File: src/rtl/core/tpp_pkg.sv
// ----------------------------------------------------------------------------
// Tile path parser package
// Shared constants and item types for the tile path parser core.
// ----------------------------------------------------------------------------
`default_nettype none

package tpp_pkg;

    localparam int ChWidth       = 8;
    localparam int PrefixWidth   = 8;
    localparam int CountWidth    = 4;
    localparam int ZoomWidth     = 7;
    localparam int CoordWidth    = 30;
    localparam int ZoomDigits    = 2;
    localparam int CoordDigits   = 9;
    localparam int OutDataWidth  = 72;
    localparam int OutUserWidth  = 2;

    localparam logic [ChWidth-1:0] ChSlash = 8'h2F;
    localparam logic [ChWidth-1:0] ChDot   = 8'h2E;
    localparam logic [ChWidth-1:0] ChP     = 8'h70;
    localparam logic [ChWidth-1:0] ChN     = 8'h6E;
    localparam logic [ChWidth-1:0] ChG     = 8'h67;
    localparam logic [ChWidth-1:0] ChJ     = 8'h6A;
    localparam logic [ChWidth-1:0] ChZero  = 8'h30;
    localparam logic [ChWidth-1:0] ChNine  = 8'h39;

    typedef struct packed {
        logic               last;
        logic [ChWidth-1:0] ch;
    } t_char;

    typedef struct packed {
        logic                  suffix_kind;
        logic [CoordWidth-1:0] y_coord;
        logic [CoordWidth-1:0] x_coord;
        logic [ZoomWidth-1:0]  zoom;
        logic                  matched;
    } t_result;

endpackage

`default_nettype wire

File: src/rtl/core/tpp_in_stage.sv
// ----------------------------------------------------------------------------
// Tile path parser input stage
// Registers one incoming character item and holds it until it is consumed.
// ----------------------------------------------------------------------------
`default_nettype none

module tpp_in_stage (
    input  wire logic           i_clk,
    input  wire logic           i_rst_n,
    input  wire logic           i_valid,
    output logic                o_ready,
    input  wire tpp_pkg::t_char i_char,
    input  wire logic           i_consume,
    output logic                o_valid,
    output tpp_pkg::t_char      o_char
);

    logic           r_valid;
    tpp_pkg::t_char r_char;

    assign o_ready = !r_valid || i_consume;
    assign o_valid = r_valid;
    assign o_char  = r_char;

    always_ff @(posedge i_clk) begin
        if (!i_rst_n) begin
            r_valid <= 1'b0;
        end else if (o_ready) begin
            r_valid <= i_valid;
        end
    end

    always_ff @(posedge i_clk) begin
        if (i_valid && o_ready) begin
            r_char <= i_char;
        end
    end

endmodule

`default_nettype wire

File: src/rtl/core/tpp_parser.sv
// ----------------------------------------------------------------------------
// Tile path parser step logic
// Holds the per-string match state and advances it by one character a step.
// ----------------------------------------------------------------------------
`default_nettype none

module tpp_parser (
    input  wire logic                              i_clk,
    input  wire logic                              i_rst_n,
    input  wire logic                              i_cfg_wr_en,
    input  wire logic [tpp_pkg::PrefixWidth-1:0]   i_cfg_wr_data,
    input  wire logic                              i_step,
    input  wire tpp_pkg::t_char                    i_char,
    output logic                                   o_fire,
    output tpp_pkg::t_result                       o_result
);

    typedef enum logic [3:0] {
        PH_SKIP, PH_ZOOM, PH_X, PH_Y, PH_SUF1, PH_SUF2, PH_SUF3, PH_DONE
    } t_phase;

    t_phase                               r_phase, n_phase;
    logic [tpp_pkg::PrefixWidth-1:0]      r_prefix_length;
    logic [tpp_pkg::PrefixWidth-1:0]      r_skip_count, n_skip_count;
    logic [tpp_pkg::CountWidth-1:0]       r_digit_count, n_digit_count;
    logic [tpp_pkg::ZoomWidth-1:0]        r_zoom_acc, n_zoom_acc;
    logic [tpp_pkg::CoordWidth-1:0]       r_x_acc, n_x_acc;
    logic [tpp_pkg::CoordWidth-1:0]       r_y_acc, n_y_acc;
    logic                                 r_is_jpg, n_is_jpg;

    t_phase                               w_phase;
    logic [tpp_pkg::CountWidth-1:0]       w_count;
    logic                                 w_is_digit;
    logic [3:0]                           w_digit;
    logic                                 w_match;
    logic                                 w_fail;
    logic [tpp_pkg::ChWidth-1:0]          w_suf2_ch;

    assign w_is_digit = (i_char.ch >= tpp_pkg::ChZero) && (i_char.ch <= tpp_pkg::ChNine);
    assign w_digit    = 4'(i_char.ch - tpp_pkg::ChZero);
    assign w_suf2_ch  = r_is_jpg ? tpp_pkg::ChP : tpp_pkg::ChN;

    always_comb begin
        n_phase       = r_phase;
        n_skip_count  = r_skip_count;
        n_digit_count = r_digit_count;
        n_zoom_acc    = r_zoom_acc;
        n_x_acc       = r_x_acc;
        n_y_acc       = r_y_acc;
        n_is_jpg      = r_is_jpg;
        w_match       = 1'b0;
        w_fail        = 1'b0;
        w_phase       = (r_phase == PH_SKIP) ? PH_ZOOM : r_phase;
        w_count       = (r_phase == PH_SKIP) ? '0 : r_digit_count;

        if (r_phase == PH_SKIP && r_skip_count < r_prefix_length) begin
            n_skip_count = r_skip_count + 1'b1;
        end else if (r_phase != PH_DONE) begin
            n_phase       = w_phase;
            n_digit_count = w_count;
            case (w_phase)
                PH_ZOOM: begin
                    if (w_is_digit && w_count < tpp_pkg::CountWidth'(tpp_pkg::ZoomDigits)) begin
                        n_zoom_acc    = tpp_pkg::ZoomWidth'({r_zoom_acc, 3'b000}
                                        + {r_zoom_acc, 1'b0} + w_digit);
                        n_digit_count = w_count + 1'b1;
                    end else if (i_char.ch == tpp_pkg::ChSlash && w_count != '0) begin
                        n_phase       = PH_X;
                        n_digit_count = '0;
                    end else begin
                        w_fail = 1'b1;
                    end
                end
                PH_X: begin
                    if (w_is_digit && w_count < tpp_pkg::CountWidth'(tpp_pkg::CoordDigits)) begin
                        n_x_acc       = tpp_pkg::CoordWidth'({r_x_acc, 3'b000}
                                        + {r_x_acc, 1'b0} + w_digit);
                        n_digit_count = w_count + 1'b1;
                    end else if (i_char.ch == tpp_pkg::ChSlash && w_count != '0) begin
                        n_phase       = PH_Y;
                        n_digit_count = '0;
                    end else begin
                        w_fail = 1'b1;
                    end
                end
                PH_Y: begin
                    if (w_is_digit && w_count < tpp_pkg::CountWidth'(tpp_pkg::CoordDigits)) begin
                        n_y_acc       = tpp_pkg::CoordWidth'({r_y_acc, 3'b000}
                                        + {r_y_acc, 1'b0} + w_digit);
                        n_digit_count = w_count + 1'b1;
                    end else if (i_char.ch == tpp_pkg::ChDot && w_count != '0) begin
                        n_phase       = PH_SUF1;
                        n_digit_count = '0;
                    end else begin
                        w_fail = 1'b1;
                    end
                end
                PH_SUF1: begin
                    if (i_char.ch == tpp_pkg::ChP) begin
                        n_is_jpg = 1'b0;
                        n_phase  = PH_SUF2;
                    end else if (i_char.ch == tpp_pkg::ChJ) begin
                        n_is_jpg = 1'b1;
                        n_phase  = PH_SUF2;
                    end else begin
                        w_fail = 1'b1;
                    end
                end
                PH_SUF2: begin
                    if (i_char.ch == w_suf2_ch) begin
                        n_phase = PH_SUF3;
                    end else begin
                        w_fail = 1'b1;
                    end
                end
                PH_SUF3: begin
                    if (i_char.ch == tpp_pkg::ChG) begin
                        w_match = 1'b1;
                    end else begin
                        w_fail = 1'b1;
                    end
                end
                default: begin
                    w_fail = 1'b1;
                end
            endcase
        end

        if (!w_match && i_char.last && r_phase != PH_DONE) begin
            w_fail = 1'b1;
        end

        o_fire               = w_match || w_fail;
        o_result.matched     = w_match;
        o_result.zoom        = w_match ? n_zoom_acc : '0;
        o_result.x_coord     = w_match ? n_x_acc : '0;
        o_result.y_coord     = w_match ? n_y_acc : '0;
        o_result.suffix_kind = w_match ? n_is_jpg : 1'b0;

        if (o_fire) begin
            n_phase = PH_DONE;
        end

        if (i_char.last) begin
            n_phase       = PH_SKIP;
            n_skip_count  = '0;
            n_digit_count = '0;
            n_zoom_acc    = '0;
            n_x_acc       = '0;
            n_y_acc       = '0;
            n_is_jpg      = 1'b0;
        end
    end

    always_ff @(posedge i_clk) begin
        if (!i_rst_n) begin
            r_prefix_length <= '0;
            r_phase         <= PH_SKIP;
            r_skip_count    <= '0;
            r_digit_count   <= '0;
            r_zoom_acc      <= '0;
            r_x_acc         <= '0;
            r_y_acc         <= '0;
            r_is_jpg        <= 1'b0;
        end else begin
            if (i_cfg_wr_en) begin
                r_prefix_length <= i_cfg_wr_data;
            end
            if (i_step) begin
                r_phase       <= n_phase;
                r_skip_count  <= n_skip_count;
                r_digit_count <= n_digit_count;
                r_zoom_acc    <= n_zoom_acc;
                r_x_acc       <= n_x_acc;
                r_y_acc       <= n_y_acc;
                r_is_jpg      <= n_is_jpg;
            end
        end
    end

endmodule

`default_nettype wire

File: src/rtl/core/tpp_out_stage.sv
// ----------------------------------------------------------------------------
// Tile path parser output stage
// Holds one result item until the downstream side takes it.
// ----------------------------------------------------------------------------
`default_nettype none

module tpp_out_stage (
    input  wire logic             i_clk,
    input  wire logic             i_rst_n,
    input  wire logic             i_load,
    input  wire tpp_pkg::t_result i_result,
    input  wire logic             i_ready,
    output logic                  o_valid,
    output logic                  o_free,
    output tpp_pkg::t_result      o_result
);

    logic             r_valid;
    tpp_pkg::t_result r_result;

    assign o_valid  = r_valid;
    assign o_free   = !r_valid || i_ready;
    assign o_result = r_result;

    always_ff @(posedge i_clk) begin
        if (!i_rst_n) begin
            r_valid <= 1'b0;
        end else if (i_load) begin
            r_valid <= 1'b1;
        end else if (i_ready) begin
            r_valid <= 1'b0;
        end
    end

    always_ff @(posedge i_clk) begin
        if (i_load) begin
            r_result <= i_result;
        end
    end

endmodule

`default_nettype wire

File: src/rtl/core/tile_path_parser_core.sv
// ----------------------------------------------------------------------------
// Tile path parser core
// Matches zoom/x/y.png or zoom/x/y.jpg after a configurable prefix and
// reports one result item per path string.
// ----------------------------------------------------------------------------
// Channel   Direction  Handshake             Payload
// s         in         i_s_tvalid/o_s_tready tdata ch, tlast last
// m         out        o_m_tvalid/i_m_tready tdata zoom,x,y; tuser matched,kind
// cfg       in         i_cfg_wr_en           i_cfg_wr_data prefix_length
//
// One character item is accepted per cycle unless a held result stalls the
// input. It is held in the input register, and its result is registered in
// the output stage when the character is consumed.
// A held result stalls the input only when the pending character itself
// produces a result. Reset is synchronous and returns the parser to the
// prefix skip phase.
// ----------------------------------------------------------------------------
`default_nettype none

module tile_path_parser_core (
    input  wire logic                               i_clk,
    input  wire logic                               i_rst_n,
    input  wire logic                               i_cfg_wr_en,
    input  wire logic [tpp_pkg::PrefixWidth-1:0]    i_cfg_wr_data,
    input  wire logic                               i_s_tvalid,
    output logic                                    o_s_tready,
    input  wire logic [tpp_pkg::ChWidth-1:0]        i_s_tdata,   // [7:0] ch
    input  wire logic                               i_s_tlast,
    output logic                                    o_m_tvalid,
    input  wire logic                               i_m_tready,
    // [6:0] zoom, [36:7] x_coord, [66:37] y_coord
    output logic [tpp_pkg::OutDataWidth-1:0]        o_m_tdata,
    // [0] matched, [1] suffix_kind
    output logic [tpp_pkg::OutUserWidth-1:0]        o_m_tuser
);

    tpp_pkg::t_char   w_in_char;
    tpp_pkg::t_char   w_reg_char;
    tpp_pkg::t_result w_result;
    tpp_pkg::t_result w_out_result;
    logic             w_reg_valid;
    logic             w_fire;
    logic             w_out_free;
    logic             w_consume;

    assign w_in_char.ch   = i_s_tdata;
    assign w_in_char.last = i_s_tlast;
    assign w_consume      = w_reg_valid && (!w_fire || w_out_free);

    tpp_in_stage u_in_stage (
        .i_clk     (i_clk),
        .i_rst_n   (i_rst_n),
        .i_valid   (i_s_tvalid),
        .o_ready   (o_s_tready),
        .i_char    (w_in_char),
        .i_consume (w_consume),
        .o_valid   (w_reg_valid),
        .o_char    (w_reg_char)
    );

    tpp_parser u_parser (
        .i_clk         (i_clk),
        .i_rst_n       (i_rst_n),
        .i_cfg_wr_en   (i_cfg_wr_en),
        .i_cfg_wr_data (i_cfg_wr_data),
        .i_step        (w_consume),
        .i_char        (w_reg_char),
        .o_fire        (w_fire),
        .o_result      (w_result)
    );

    tpp_out_stage u_out_stage (
        .i_clk    (i_clk),
        .i_rst_n  (i_rst_n),
        .i_load   (w_consume && w_fire),
        .i_result (w_result),
        .i_ready  (i_m_tready),
        .o_valid  (o_m_tvalid),
        .o_free   (w_out_free),
        .o_result (w_out_result)
    );

    assign o_m_tdata = {5'b00000, w_out_result.y_coord, w_out_result.x_coord,
                        w_out_result.zoom};
    assign o_m_tuser = {w_out_result.suffix_kind, w_out_result.matched};

`ifndef ASSERT_OFF
    a_fail_zero: assert property (@(posedge i_clk) disable iff (!i_rst_n)
        o_m_tvalid && !o_m_tuser[0] |-> o_m_tdata == '0 && !o_m_tuser[1])
        else $error("failure result carries nonzero fields");

    a_zoom_range: assert property (@(posedge i_clk) disable iff (!i_rst_n)
        o_m_tvalid && o_m_tuser[0] |-> o_m_tdata[6:0] <= 7'd99)
        else $error("matched zoom out of range");

    a_held_char: assert property (@(posedge i_clk) disable iff (!i_rst_n)
        w_reg_valid && !w_consume |=> w_reg_valid && $stable(w_reg_char))
        else $error("pending character lost or overwritten");

    a_no_overrun: assert property (@(posedge i_clk) disable iff (!i_rst_n)
        w_consume && w_fire |-> !o_m_tvalid || i_m_tready)
        else $error("result loaded over a pending result");
`endif

endmodule

`default_nettype wire

File: config.mk
export PLATFORM = sky130hd
export DESIGN_NAME = tile_path_parser_core
export DESIGN_NICKNAME = d
export VERILOG_FILES = /design/src/rtl/core/tpp_pkg.sv /design/src/rtl/core/tpp_in_stage.sv /design/src/rtl/core/tpp_parser.sv /design/src/rtl/core/tpp_out_stage.sv /design/src/rtl/core/tile_path_parser_core.sv
export SDC_FILE = /design/constraint.sdc
export NUM_CORES = 1
export LEC_CHECK = 0
export ABC_AREA = 0
export CORE_MARGIN = 2
export CORE_UTILIZATION = 25
export CTS_CLUSTER_DIAMETER = 50
export CTS_CLUSTER_SIZE = 30
export DETAILED_ROUTE_END_ITERATION = 8
export DONT_BUFFER_PORTS = 1
export HOLD_SLACK_MARGIN = 0.15
export PLACE_DENSITY = 0.34
export SYNTH_ARGS = -nofsm -noshare
export SYNTH_HDL_FRONTEND = slang
export SYNTH_SLANG_ARGS = --single-unit
File: constraint.sdc
create_clock -name i_clk -period 15.8 [get_ports i_clk]
set_input_delay 2.37 -clock i_clk [delete_from_list [all_inputs] [get_ports i_clk]]
set_output_delay 2.37 -clock i_clk [all_outputs]
set_load 0.05 [all_outputs]
==> impl_metrics.prom <==
# TYPE chip_impl_metric gauge
chip_impl_metric{name="final_min_period_over_clock_period",unit="%"} 40.3
chip_impl_metric{name="gp_congestion",unit=""} 0.822
chip_impl_info{name="critPathKind",value="reg -> out"} 1
chip_impl_metric{name="cell_pwr_density",unit="mW/mm^2"} 83.1
chip_impl_metric{name="synth-edff-count",unit=""} 78
chip_impl_info{name="grt_setup_unrepaired",value="false"} 1
chip_impl_metric{name="floorplan.die.height",unit="um"} 214
chip_impl_metric{name="whs",unit="ns"} 0.488
chip_impl_metric{name="remaining_design_rule_violation_count",unit=""} 0
chip_impl_metric{name="dr_total_vias",unit=""} 8329
chip_impl_info{name="timing.critical_path.cells",value="or4_1 -> and2_1 -> inv_1 -> ha_1 -> or3b_2 -> nand4_1 -> nand2b_1 -> o2bb2ai_2 -> o21bai_1 -> a21oi_1 -> inv_1"} 1
chip_impl_metric{name="global_route_wire_length_before_repair",unit="mm"} 51.0
chip_impl_metric{name="synth-seq-cells",unit=""} 172
chip_impl_metric{name="gr-usage-met3",unit="%"} 3.80
chip_impl_metric{name="postCtsSetupRepairBufs",unit=""} 0
chip_impl_info{name="crit_path_end_kind",value="output port"} 1
chip_impl_metric{name="fin_tns_setup",unit="ns"} 0
chip_impl_metric{name="preCtsSetupSlack",unit="ns"} 9.93
chip_impl_metric{name="global_route.usage.met1",unit="%"} 18.1
chip_impl_metric{name="pin_count_of_the_biggest_net_entering_global_routing",unit=""} 61
chip_impl_metric{name="tightestPinTransition",unit="ns"} 1.07
chip_impl_metric{name="max_slew_margin",unit="%"} 28.2
chip_impl_metric{name="final-hold-violation-count",unit=""} 0
chip_impl_metric{name="initial_core_util",unit="%"} 25.2
chip_impl_info{name="crit_path_frequent_cell",value="sky130_fd_sc_hd__inv_1"} 1
chip_impl_metric{name="place_hpwl",unit="mm"} 23.1
chip_impl_info{name="synthMostInstantiatedCell",value="sky130_fd_sc_hd__ha_1"} 1
chip_impl_metric{name="die-width",unit="um"} 214
chip_impl_info{name="critical-path-top-delay-family",value="simple AND/OR/NAND/NOR gates"} 1
chip_impl_metric{name="synth.lib_cells_used.distinct",unit=""} 76
chip_impl_metric{name="cts.reportedPaths.clkPinSlew",unit="ns"} 0.07
chip_impl_metric{name="postCtsResizedCells",unit=""} 0
chip_impl_info{name="clock-root-buffer",value="sky130_fd_sc_hd__clkbuf_16"} 1
chip_impl_info{name="globalRoute.busiestLayer",value="met2"} 1
chip_impl_info{name="synth_flop_cell",value="sky130_fd_sc_hd__dfxtp_1"} 1
chip_impl_metric{name="placement_rows",unit=""} 77
chip_impl_metric{name="maxClockFrequency",unit="GHz"} 0.157
chip_impl_metric{name="period_minus_slack",unit="ns"} 6.37
chip_impl_metric{name="clock_latency",unit="ns"} 0.49
chip_impl_metric{name="clock_sinks",unit=""} 172
chip_impl_info{name="critPathSlowestCell",value="sky130_fd_sc_hd__or4_1"} 1
chip_impl_metric{name="placed_area",unit="mm^2"} 0.0117
chip_impl_metric{name="ctsHtreeMaxLevel",unit=""} 4
chip_impl_metric{name="timing.critical_path.fanout_max",unit=""} 15
chip_impl_metric{name="worst_ir_drop_vdd",unit="mV"} 0.0821
chip_impl_metric{name="area.growth.synth_to_final",unit="%"} 10.4
chip_impl_metric{name="globalRoute.totalOverflow",unit=""} 0
chip_impl_metric{name="stdcell_area",unit="mm^2"} 0.0122
chip_impl_metric{name="fin_ws",unit="ns"} 9.43
chip_impl_metric{name="asyncSetResetFlopFracSynth",unit="%"} 0
chip_impl_metric{name="ys_warn_count",unit=""} 0
chip_impl_metric{name="syn-mean-instance-area",unit="um^2"} 9.45
chip_impl_metric{name="power_leakage",unit="nW"} 4.88
chip_impl_metric{name="vias_in_the_first_global_route",unit=""} 8771
chip_impl_metric{name="layoutNonFillerInstCount",unit=""} 1761
chip_impl_metric{name="holdBufCountCts",unit=""} 0
chip_impl_info{name="post_synth_main_area_contributors",value="sky130_fd_sc_hd__edfxtp_1 (21%), sky130_fd_sc_hd__dfxtp_1 (17%), sky130_fd_sc_hd__ha_1 (14%)"} 1
chip_impl_metric{name="routedWlPerCell",unit="um"} 18.3
chip_impl_metric{name="die_area",unit="mm^2"} 0.0459
chip_impl_metric{name="max_cap_viols",unit=""} 0
chip_impl_metric{name="finalClockSkew",unit="ns"} 0.0132
chip_impl_metric{name="post_synth_instance_area",unit="mm^2"} 0.0111
chip_impl_metric{name="boundaryPins",unit=""} 98
chip_impl_metric{name="post_synth_inst_count",unit=""} 1169
chip_impl_metric{name="fin_total_pwr",unit="mW"} 1.01
chip_impl_info{name="start_kind",value="flop"} 1
chip_impl_metric{name="totalWireLength",unit="mm"} 32.2
chip_impl_metric{name="fp.coreArea",unit="mm^2"} 0.0439
chip_impl_metric{name="post-synth-top-area-fraction",unit="%"} 21.2
chip_impl_metric{name="clk_path_buf_depth",unit=""} 2
chip_impl_info{name="status",value="finished, final reports clean"} 1
chip_impl_metric{name="grtUsageTotal",unit="%"} 14.5
chip_impl_metric{name="globalRouteMet2Util",unit="%"} 24.2
chip_impl_metric{name="crit_path_max_incr_delay",unit="ns"} 0.75
chip_impl_metric{name="antenna_found_initial",unit=""} 1
chip_impl_metric{name="final_layout_size_suffix_gt1_share",unit="%"} 5.82
chip_impl_metric{name="data_required_time_at_the_worst_endpoint",unit="ns"} 13.43
chip_impl_metric{name="ys_seq_area_share",unit="%"} 38.2
chip_impl_metric{name="setup_violations",unit=""} 0
chip_impl_info{name="netlist_top_cells_count",value="sky130_fd_sc_hd__ha_1 (127), sky130_fd_sc_hd__nand2_1 (114), sky130_fd_sc_hd__dfxtp_1 (94)"} 1
chip_impl_metric{name="finalCoreUtilization",unit="%"} 27.8
chip_impl_metric{name="dr.pass1.iters",unit=""} 4
chip_impl_metric{name="finalNetCount",unit=""} 1310
chip_impl_info{name="holdCritPathClass",value="reg -> reg"} 1
chip_impl_metric{name="worstPathBufferInverterCount",unit=""} 2
chip_impl_info{name="yosys.area.top_type",value="sky130_fd_sc_hd__edfxtp_1"} 1
chip_impl_metric{name="cp_data_arrival_time",unit="ns"} 4.00
chip_impl_metric{name="io_buffer_count",unit=""} 0
chip_impl_info{name="cts_tree",value="built"} 1
chip_impl_metric{name="detailed_router_s_first_iteration_violation_count",unit=""} 355
chip_impl_metric{name="detail-route-antenna-nets",unit=""} 0
chip_impl_metric{name="post_drt_via_cell_ratio",unit=""} 4.73
chip_impl_metric{name="cts_buffers",unit=""} 17
chip_impl_metric{name="final-max-slew-violation-count",unit=""} 0
chip_impl_metric{name="numPlacedInstances",unit=""} 1728
[worst reg2reg max path, stage by stage, from the launching register on]
cell and delay [ns]:
sky130_fd_sc_hd__dfxtp_1 0.47, sky130_fd_sc_hd__or4_1 0.75, sky130_fd_sc_hd__and2_1 0.26, sky130_fd_sc_hd__inv_1 0.08
sky130_fd_sc_hd__ha_1 0.13, sky130_fd_sc_hd__nor2b_1 0.17, sky130_fd_sc_hd__o311ai_1 0.23, sky130_fd_sc_hd__a22o_1 0.29
sky130_fd_sc_hd__o2bb2ai_2 0.20, sky130_fd_sc_hd__o211ai_2 0.19, sky130_fd_sc_hd__buf_4 0.35, sky130_fd_sc_hd__a21boi_4 0.83
sky130_fd_sc_hd__buf_4 0.74
[state kept, by name, summed over array words and instances (netlist names)]
register	flops
u_parser.r_is_jpg	1
u_in_stage.o_valid	1
u_parser.r_digit_count	4
u_out_stage.o_result	69
u_parser.r_zoom_acc	7
u_parser.r_skip_count	8
u_in_stage.o_char	9
u_out_stage.o_valid	1
u_parser.r_phase	4
u_parser.r_x_acc	30
u_parser.r_prefix_length	8
u_parser.r_y_acc	30
[metal layers]
layer	wire length, um	up-vias
met4	477	0
met2	15200	110
met3	1280	27
met5	0	-
met1	15200	3964
li1	-	4228
[layout by cell type (no fill, tap or decap), types with 6 or more instances in the layout]
cell                          n
sky130_fd_sc_hd__a21o_1      28
sky130_fd_sc_hd__buf_4       10
sky130_fd_sc_hd__and3_1      16
sky130_fd_sc_hd__a31oi_1      9
sky130_fd_sc_hd__nor2_1      87
sky130_fd_sc_hd__inv_1       33
sky130_fd_sc_hd__a22oi_1     22
sky130_fd_sc_hd__nor2b_1     53
sky130_fd_sc_hd__mux2i_1     26
sky130_fd_sc_hd__o22ai_1     10
sky130_fd_sc_hd__clkbuf_16   17
sky130_fd_sc_hd__nand4_1      7
sky130_fd_sc_hd__and2_1      41
sky130_fd_sc_hd__nor3_1      14
sky130_fd_sc_hd__or2_2        7
sky130_fd_sc_hd__xnor2_1     35
sky130_fd_sc_hd__a211oi_1    14
sky130_fd_sc_hd__a21oi_1     85
sky130_fd_sc_hd__o21a_1      13
sky130_fd_sc_hd__xor2_1      21
sky130_fd_sc_hd__nand2b_1    13
sky130_fd_sc_hd__nand2_1    114
sky130_fd_sc_hd__a22o_1      13
sky130_fd_sc_hd__nand3_1     16
sky130_fd_sc_hd__o21ai_0     50
sky130_fd_sc_hd__edfxtp_1    78
sky130_fd_sc_hd__o21ai_1      6
sky130_fd_sc_hd__ha_1       127
sky130_fd_sc_hd__fa_1         6
sky130_fd_sc_hd__dfxtp_1     94
[power breakdown]
group	total, mW	leakage, nW	internal (mW)	switching, mW
Clock	0.404	0.247	0.202	0.202
Combinational	0.0611	3.15	0.0184	0.0427
Sequential	0.548	1.48	0.486	0.0619
Total	1.01	4.88	0.706	0.307
[kinds of logic (layout without fill, tap and decap cells)]
logic type / after synthesis / count (layout) / share of synthesized area (%)
simple gates: 395 / 395 / 17.8
mux: 27 / 27 / 2.46
flops: 172 / 172 / 38.2
other cells: 1 / 6 / 0.0339
buf+inv: 80 / 75 / 3.25
fa+ha+maj: 133 / 133 / 15.5
compound gates: 305 / 305 / 18.3
xor+xnor: 56 / 56 / 4.44
[cell type report]
class / instances / area, um^2
fill: 4720 / 31700
multi-input combinational: 921 / 6500
sequential: 172 / 4220
tap: 592 / 741
clock buffer: 20 / 437
inverter: 33 / 124
clock inverter: 12 / 92.6
timing repair buffer: 10 / 75.1
antenna: 1 / 2.50
[path summary, 6_finish.rpt]
path	start	end	depth (start not counted)	slack, ns
max	u_parser.r_phase[0]$_SDFFE_PN0P_	o_s_tready	11	9.43
min	u_parser.r_y_acc[28]$_SDFFE_PN0P_	u_parser.r_y_acc[28]$_SDFFE_PN0P_	2	0.49
max reg2reg	u_parser.r_phase[0]$_SDFFE_PN0P_	u_out_stage.o_result[18]$_SDFFCE_PN0P_	12	10.71
min reg2reg	u_parser.r_y_acc[28]$_SDFFE_PN0P_	u_parser.r_y_acc[28]$_SDFFE_PN0P_	2	0.49
(Power assumes the default switching activity.)
